## src/sm4_pkg.sv

```systemverilog
// Package: SM4 constants, S-box and round functions shared by the block.
package sm4_pkg;

  localparam int Rounds = 32;
  localparam int RkAddrW = $clog2(Rounds);

  localparam logic [2:0] MODE_ECB_ENC = 3'd0;
  localparam logic [2:0] MODE_ECB_DEC = 3'd1;
  localparam logic [2:0] MODE_CBC_ENC = 3'd2;
  localparam logic [2:0] MODE_CBC_DEC = 3'd3;
  localparam logic [2:0] MODE_CTR128 = 3'd4;
  localparam logic [2:0] MODE_CTR32 = 3'd5;

  localparam logic [2:0] REG_KEY_HIGH = 3'd0;
  localparam logic [2:0] REG_KEY_LOW = 3'd1;
  localparam logic [2:0] REG_IV_HIGH = 3'd2;
  localparam logic [2:0] REG_IV_LOW = 3'd3;
  localparam logic [2:0] REG_MODE = 3'd4;

  localparam logic [31:0] FK0 = 32'ha3b1bac6;
  localparam logic [31:0] FK1 = 32'h56aa3350;
  localparam logic [31:0] FK2 = 32'h677d9197;
  localparam logic [31:0] FK3 = 32'hb27022dc;

  localparam logic [7:0] SBOX [256] = '{
    8'hd6,8'h90,8'he9,8'hfe,8'hcc,8'he1,8'h3d,8'hb7,8'h16,8'hb6,8'h14,8'hc2,8'h28,8'hfb,8'h2c,8'h05,
    8'h2b,8'h67,8'h9a,8'h76,8'h2a,8'hbe,8'h04,8'hc3,8'haa,8'h44,8'h13,8'h26,8'h49,8'h86,8'h06,8'h99,
    8'h9c,8'h42,8'h50,8'hf4,8'h91,8'hef,8'h98,8'h7a,8'h33,8'h54,8'h0b,8'h43,8'hed,8'hcf,8'hac,8'h62,
    8'he4,8'hb3,8'h1c,8'ha9,8'hc9,8'h08,8'he8,8'h95,8'h80,8'hdf,8'h94,8'hfa,8'h75,8'h8f,8'h3f,8'ha6,
    8'h47,8'h07,8'ha7,8'hfc,8'hf3,8'h73,8'h17,8'hba,8'h83,8'h59,8'h3c,8'h19,8'he6,8'h85,8'h4f,8'ha8,
    8'h68,8'h6b,8'h81,8'hb2,8'h71,8'h64,8'hda,8'h8b,8'hf8,8'heb,8'h0f,8'h4b,8'h70,8'h56,8'h9d,8'h35,
    8'h1e,8'h24,8'h0e,8'h5e,8'h63,8'h58,8'hd1,8'ha2,8'h25,8'h22,8'h7c,8'h3b,8'h01,8'h21,8'h78,8'h87,
    8'hd4,8'h00,8'h46,8'h57,8'h9f,8'hd3,8'h27,8'h52,8'h4c,8'h36,8'h02,8'he7,8'ha0,8'hc4,8'hc8,8'h9e,
    8'hea,8'hbf,8'h8a,8'hd2,8'h40,8'hc7,8'h38,8'hb5,8'ha3,8'hf7,8'hf2,8'hce,8'hf9,8'h61,8'h15,8'ha1,
    8'he0,8'hae,8'h5d,8'ha4,8'h9b,8'h34,8'h1a,8'h55,8'had,8'h93,8'h32,8'h30,8'hf5,8'h8c,8'hb1,8'he3,
    8'h1d,8'hf6,8'he2,8'h2e,8'h82,8'h66,8'hca,8'h60,8'hc0,8'h29,8'h23,8'hab,8'h0d,8'h53,8'h4e,8'h6f,
    8'hd5,8'hdb,8'h37,8'h45,8'hde,8'hfd,8'h8e,8'h2f,8'h03,8'hff,8'h6a,8'h72,8'h6d,8'h6c,8'h5b,8'h51,
    8'h8d,8'h1b,8'haf,8'h92,8'hbb,8'hdd,8'hbc,8'h7f,8'h11,8'hd9,8'h5c,8'h41,8'h1f,8'h10,8'h5a,8'hd8,
    8'h0a,8'hc1,8'h31,8'h88,8'ha5,8'hcd,8'h7b,8'hbd,8'h2d,8'h74,8'hd0,8'h12,8'hb8,8'he5,8'hb4,8'hb0,
    8'h89,8'h69,8'h97,8'h4a,8'h0c,8'h96,8'h77,8'h7e,8'h65,8'hb9,8'hf1,8'h09,8'hc5,8'h6e,8'hc6,8'h84,
    8'h18,8'hf0,8'h7d,8'hec,8'h3a,8'hdc,8'h4d,8'h20,8'h79,8'hee,8'h5f,8'h3e,8'hd7,8'hcb,8'h39,8'h48
  };

  function automatic logic [31:0] subst_word(input logic [31:0] v);
    return {SBOX[v[31:24]], SBOX[v[23:16]], SBOX[v[15:8]], SBOX[v[7:0]]};
  endfunction

  function automatic logic [31:0] rotl(input logic [31:0] v, input int n);
    return (v << n) | (v >> (32 - n));
  endfunction

  function automatic logic [31:0] round_mix(input logic [31:0] v);
    logic [31:0] b;
    b = subst_word(v);
    return b ^ rotl(b, 2) ^ rotl(b, 10) ^ rotl(b, 18) ^ rotl(b, 24);
  endfunction

  function automatic logic [31:0] key_mix(input logic [31:0] v);
    logic [31:0] b;
    b = subst_word(v);
    return b ^ rotl(b, 13) ^ rotl(b, 23);
  endfunction

  // CK byte j of round i is 7*(4i+j) mod 256
  function automatic logic [31:0] ck_word(input logic [RkAddrW-1:0] i);
    logic [7:0] base;
    base = {i, 2'b00} * 8'd7;
    return {base, base + 8'd7, base + 8'd14, base + 8'd21};
  endfunction

  typedef struct packed {
    logic       start;
    logic       expand;
    logic       decrypt;
    logic [127:0] block;
  } sm4_cmd_t;

endpackage

```

## src/sm4_rk_mem.sv

```systemverilog
// Round key memory: one write port, one registered read port.
module sm4_rk_mem #(
  parameter int ROUNDS = sm4_pkg::Rounds
) (
  input  logic                       clk,
  input  logic                       wr_en,
  input  logic [$clog2(ROUNDS)-1:0]  wr_addr,
  input  logic [31:0]                wr_data,
  input  logic [$clog2(ROUNDS)-1:0]  rd_addr,
  output logic [31:0]                rd_data
);
  logic [31:0] mem [ROUNDS];

  always_ff @(posedge clk) begin
    if (wr_en) mem[wr_addr] <= wr_data;
    rd_data <= mem[rd_addr];
  end
endmodule

```

## src/sm4_core.sv

```systemverilog
// Round engine: key expansion and 32 cipher rounds against the key memory.
module sm4_core #(
  parameter int ROUNDS = sm4_pkg::Rounds
) (
  input  logic             clk,
  input  logic             rst,
  input  sm4_pkg::sm4_cmd_t cmd,
  input  logic [127:0]     key,
  output logic             done,
  output logic [127:0]     block_out
);
  localparam int AW = $clog2(ROUNDS);

  typedef enum logic [1:0] {S_IDLE, S_EXP, S_PRIME, S_RUN} state_t;
  state_t state;
  logic [AW-1:0] cnt;
  logic [31:0] k0, k1, k2, k3, x0, x1, x2, x3;
  logic [31:0] rk;
  logic [31:0] kn, xn;
  logic decrypt;
  logic [AW-1:0] rd_addr;
  logic wr_en;

  assign kn = k0 ^ sm4_pkg::key_mix(k1 ^ k2 ^ k3 ^ sm4_pkg::ck_word(cnt));
  assign xn = x0 ^ sm4_pkg::round_mix(x1 ^ x2 ^ x3 ^ rk);
  assign wr_en = (state == S_EXP);

  // read address runs one ahead of the round that uses it
  always_comb begin
    logic [AW-1:0] idx;
    idx = (state == S_RUN) ? cnt + AW'(1) : '0;
    rd_addr = decrypt ? AW'(ROUNDS - 1) - idx : idx;
  end

  sm4_rk_mem #(.ROUNDS(ROUNDS)) u_mem (
    .clk(clk), .wr_en(wr_en), .wr_addr(cnt), .wr_data(kn),
    .rd_addr(rd_addr), .rd_data(rk)
  );

  always_ff @(posedge clk) begin
    if (rst) begin
      state <= S_IDLE;
      done <= 1'b0;
      cnt <= '0;
    end else begin
      done <= 1'b0;
      unique case (state)
        S_IDLE: begin
          if (cmd.start) begin
            decrypt <= cmd.decrypt;
            {x0, x1, x2, x3} <= cmd.block;
            cnt <= '0;
            if (cmd.expand) begin
              k0 <= key[127:96] ^ sm4_pkg::FK0;
              k1 <= key[95:64] ^ sm4_pkg::FK1;
              k2 <= key[63:32] ^ sm4_pkg::FK2;
              k3 <= key[31:0] ^ sm4_pkg::FK3;
              state <= S_EXP;
            end else begin
              state <= S_PRIME;
            end
          end
        end
        S_EXP: begin
          {k0, k1, k2, k3} <= {k1, k2, k3, kn};
          cnt <= cnt + AW'(1);
          if (cnt == AW'(ROUNDS - 1)) state <= S_PRIME;
        end
        S_PRIME: begin
          cnt <= '0;
          state <= S_RUN;
        end
        S_RUN: begin
          {x0, x1, x2, x3} <= {x1, x2, x3, xn};
          cnt <= cnt + AW'(1);
          if (cnt == AW'(ROUNDS - 1)) begin
            done <= 1'b1;
            state <= S_IDLE;
          end
        end
        default: state <= S_IDLE;
      endcase
    end
  end

  assign block_out = {x3, x2, x1, x0};
endmodule

```

## config.mk

```make
export PLATFORM = sky130hd
export DESIGN_NAME = sm4_core
export DESIGN_NICKNAME = d
export VERILOG_FILES = /design/src/sm4_pkg.sv /design/src/sm4_rk_mem.sv /design/src/sm4_core.sv
export SDC_FILE = /design/constraint.sdc
export NUM_CORES = 2
export LEC_CHECK = 0
export BUFFER_PORTS_ARGS = -buffer_cell sky130_fd_sc_hd__buf_2
export CORE_MARGIN = 5
export CORE_UTILIZATION = 50
export DETAILED_ROUTE_END_ITERATION = 10
export PLACE_DENSITY = 0.75
export SETUP_SLACK_MARGIN = 0.5
export SLEW_MARGIN = 10
export SYNTH_ARGS = -nofsm -noshare
export SYNTH_HDL_FRONTEND = slang
export SYNTH_SLANG_ARGS = --single-unit
```

## constraint.sdc

```tcl
create_clock -name clk -period 10.7 [get_ports clk]
set_input_delay 1.605 -clock clk [delete_from_list [all_inputs] [get_ports clk]]
set_output_delay 1.605 -clock clk [all_outputs]
set_load 0.01 [all_outputs]
```

==> impl_metrics.csv <==
group,metric,value,unit
critical_path,crit_start,"cnt[2]",
final_layout,drive_above_1_share,21.8,%
critical_path,crit_type,"flop to flop",
timing,rsz0062_at_grt,"no",
critical_path,worst_setup_path_end_kind,"flop",
floorplanning,die_y,414,µm
global_routing,grt_usage,38.3,%
clocking,clkSlewWorstSetupHoldPaths,0.07,ns
final_layout,instances_no_fill,9452,
drt,vias,70100,
clocking,cts-resized-gates,0,
final_layout,layout_commonest_cell,"edfxtp_1",
critical_path,reg2reg_from,"cnt[2]",
timing,worst_slew_pin_slew,1.39,ns
drt,via_per_inst,7.42,
drt,ant_nets,0,
global_routing,first_global_vias,66000,
placed_design,dpl.hpwl,215000,µm
final_layout,n_fill_cell,13300,
floorplanning,pin_count,390,
placed_design,dp.cells,9191,
clocking,clk_path_buf_depth,3,
critical_path,critPathArrivalTime,7.87,ns
synth,synth_area,81400,µm²
timing,final.setup.tns,0,ns
synth,seq_area_frac_synth,48.2,%
drt,firstDrtPassIters,7,
final_layout,seqCellArea,39300,µm²
final_layout,postLayoutCellArea,91000,µm²
drt,drt-total-wl,339000,µm
floorplanning,die_x,414,µm
clocking,cts_buffers,138,
clocking,cts_tree,"yes",
synth,ys_seq_elements,1321,
critical_path,required,11.35,ns
final_layout,multiInputGateArea,40200,µm²
min_path,min-delay-start,"k2[15]",
clocking,root_buffer,"clkbuf_16",
timing,max-slew-margin-rel,6.98,%
timing,min_period_over_period,67.5,%
critical_path,max_stage_delay,1.14,ns
final_layout,area_delta_synth_final,11.8,%
critical_path,cp_max_fo,36,
timing,finalSetupViolations,0,
timing,hold_viol,0,
timing,fmax,139,MHz
synth,synth_ff_type,"edfxtp_1",
drt,wire_per_inst,35.9,µm
run_status,status,"completed",
floorplanning,start_util,50.1,%
synth,synth_warnings,0,
synth,synth_cells,7041,
critical_path,path_delay_family,"adder cells",
min_path,hp-class,"flop to flop",
critical_path,path_buf_inv,3,
final_layout,final_cell_mix,"edfxtp_1, nand2_1, nor2_1",
floorplanning,core_area,162000,µm²
timing,min_period,7.22,ns
clocking,cts_setup_buffers,0,
final_layout,fin_nets,7531,
synth,synth_cell_types,105,
flow_run,maxCapViolations,0,
global_routing,grt_antenna_before_repair,16,
critical_path,path_cells,"inv_1 > fa_1 > inv_1 > ha_1 > fa_1 > o21a_1 > xnor3_1 > buf_4 > nand3_1 > o21ai_0 > a211oi_1 > or3_1 > a2111oi_2 > xnor2_1 > xnor2_4 > mux2_2",
timing,fin_skew,0.0701,ns
synth,synth_edf_count,1281,
floorplanning,die_area,171000,µm²
clocking,h-tree-depth,4,
critical_path,cp-start-kind,"flop",
synth,avgSynthCellArea,11.6,µm²
synth,synth-async-reset-ratio,0,%
placed_design,gp_congestion,1.07,
critical_path,critPathSlowestCell,"a2111oi_2",
timing,maxSlewViolCount,0,
global_routing,grt_start_max_net_pins,176,
placed_design,portBuffers,389,
placed_design,postPlaceCellArea,86300,µm²
drt,drt_iter0_markers,13400,
synth,syn-num-nets,7416,
clocking,clock-sinks,1321,
drt,drc_errors,0,
floorplanning,num_rows,148,
global_routing,grt_overflow,0,
global_routing,grt_pass1_wl,480000,µm
clocking,clk_latency,0.83,ns
clocking,cts_hold_buf,0,
==> path summary, 6_finish.rpt <==
path         slack [ns]  depth (start not counted)     end
min reg2reg        0.59                          1  k1[15]
min                0.59                          1  k1[15]
max reg2reg        3.48                         16   k3[6]
max                3.48                         16   k3[6]
==> through the flow <==
| stage | setup slack, ns | hold WS [ns] | utilization [%] |
|---|---|---|---|
| floorplan | 2.05 | 0.493 | - |
| global placement | 3.58 | 0.559 | 53.2 |
| detailed placement | 3.46 | 0.577 | 53.2 |
| CTS | 3.37 | 0.581 | 56.0 |
| global route | 3.26 | 0.600 | 56.1 |
| finish | 3.48 | 0.587 | 56.1 |
==> logic make-up after synthesis <==
group                    after synthesis  synth area share, %
buffers and inverters                762                 3.98
AO/OA/AOI/OAI                       1999                 17.0
AND/OR/NAND/NOR                     1731                 9.45
adder cells (fa/ha/maj)              116                 1.85
XOR/XNOR                             468                 6.13
multiplexers                         644                 13.4
flip-flops                          1321                 48.2
==> area by class of cell <==
cell class	count	area share [%]
Multi-Input combinational cell	4958	44.2
Sequential cell	1321	43.1
Timing Repair Buffer	627	4.14
Clock buffer	177	4.02
Tap cell	2175	2.99
Clock inverter	76	1.06
Inverter	110	0.456
Antenna cell	8	0.0220
==> layer usage <==
metal / global-route usage, % / vias to the layer above / wire [µm]
met1: 49.3 / 34200 / 118000
met3: 9.76 / 1375 / 44000
met2: 59.4 / 6454 / 152000
met4: 21.6 / 4 / 25000
met5: 0 / - / 26
li1: - / 28000 / -
==> flip-flops by register name (all words and copies together), names as in the netlist <==
register       count
cnt                5
x2                32
k0                32
u_mem.mem       1024
x1                32
k2                32
x3                32
u_mem.rd_data     32
state              2
k3                32
x0                32
decrypt            1
k1                32
done               1
==> synthesized netlist by cell type (all sizes together), types with 17 or more instances <==
cell        n  share of area (%)
a2111oi    36               0.39
a211o      21               0.23
a211oi    135                1.3
a21o       23               0.21
a21oi     420                2.6
a221o      17               0.21
a221oi     82               0.89
a22oi      33               0.30
a311o      23               0.28
a311oi     98                1.1
a31oi     114               0.88
a32oi      20               0.22
and2       32               0.25
and3       22               0.17
buf       293                1.8
clkbuf    359                1.7
dfxtp      40               0.98
edfxtp   1281                 47
ha        106                1.6
inv       104               0.48
mux2      213                3.0
mux2i      97                1.2
mux4      334                9.2
nand2     562                2.6
nand2b     32               0.25
nand3     209                1.3
nand4      40               0.31
nor2      532                2.5
nor3      189                1.2
nor4       44               0.37
o2111ai    44               0.47
o211ai     95               0.88
o21ai     391                2.4
o221ai     76               0.82
o22ai      66               0.51
o311a      23               0.28
o311ai     79               0.87
o31ai      44               0.41
o32ai      29               0.33
or3        29               0.22
xnor2     285                3.4
xnor3      32               0.89
xor2      142                1.6
Power is left out: the tool's default activity adds up to more than one toggle a clock period on the data nets, which glitch-free logic cannot reach.
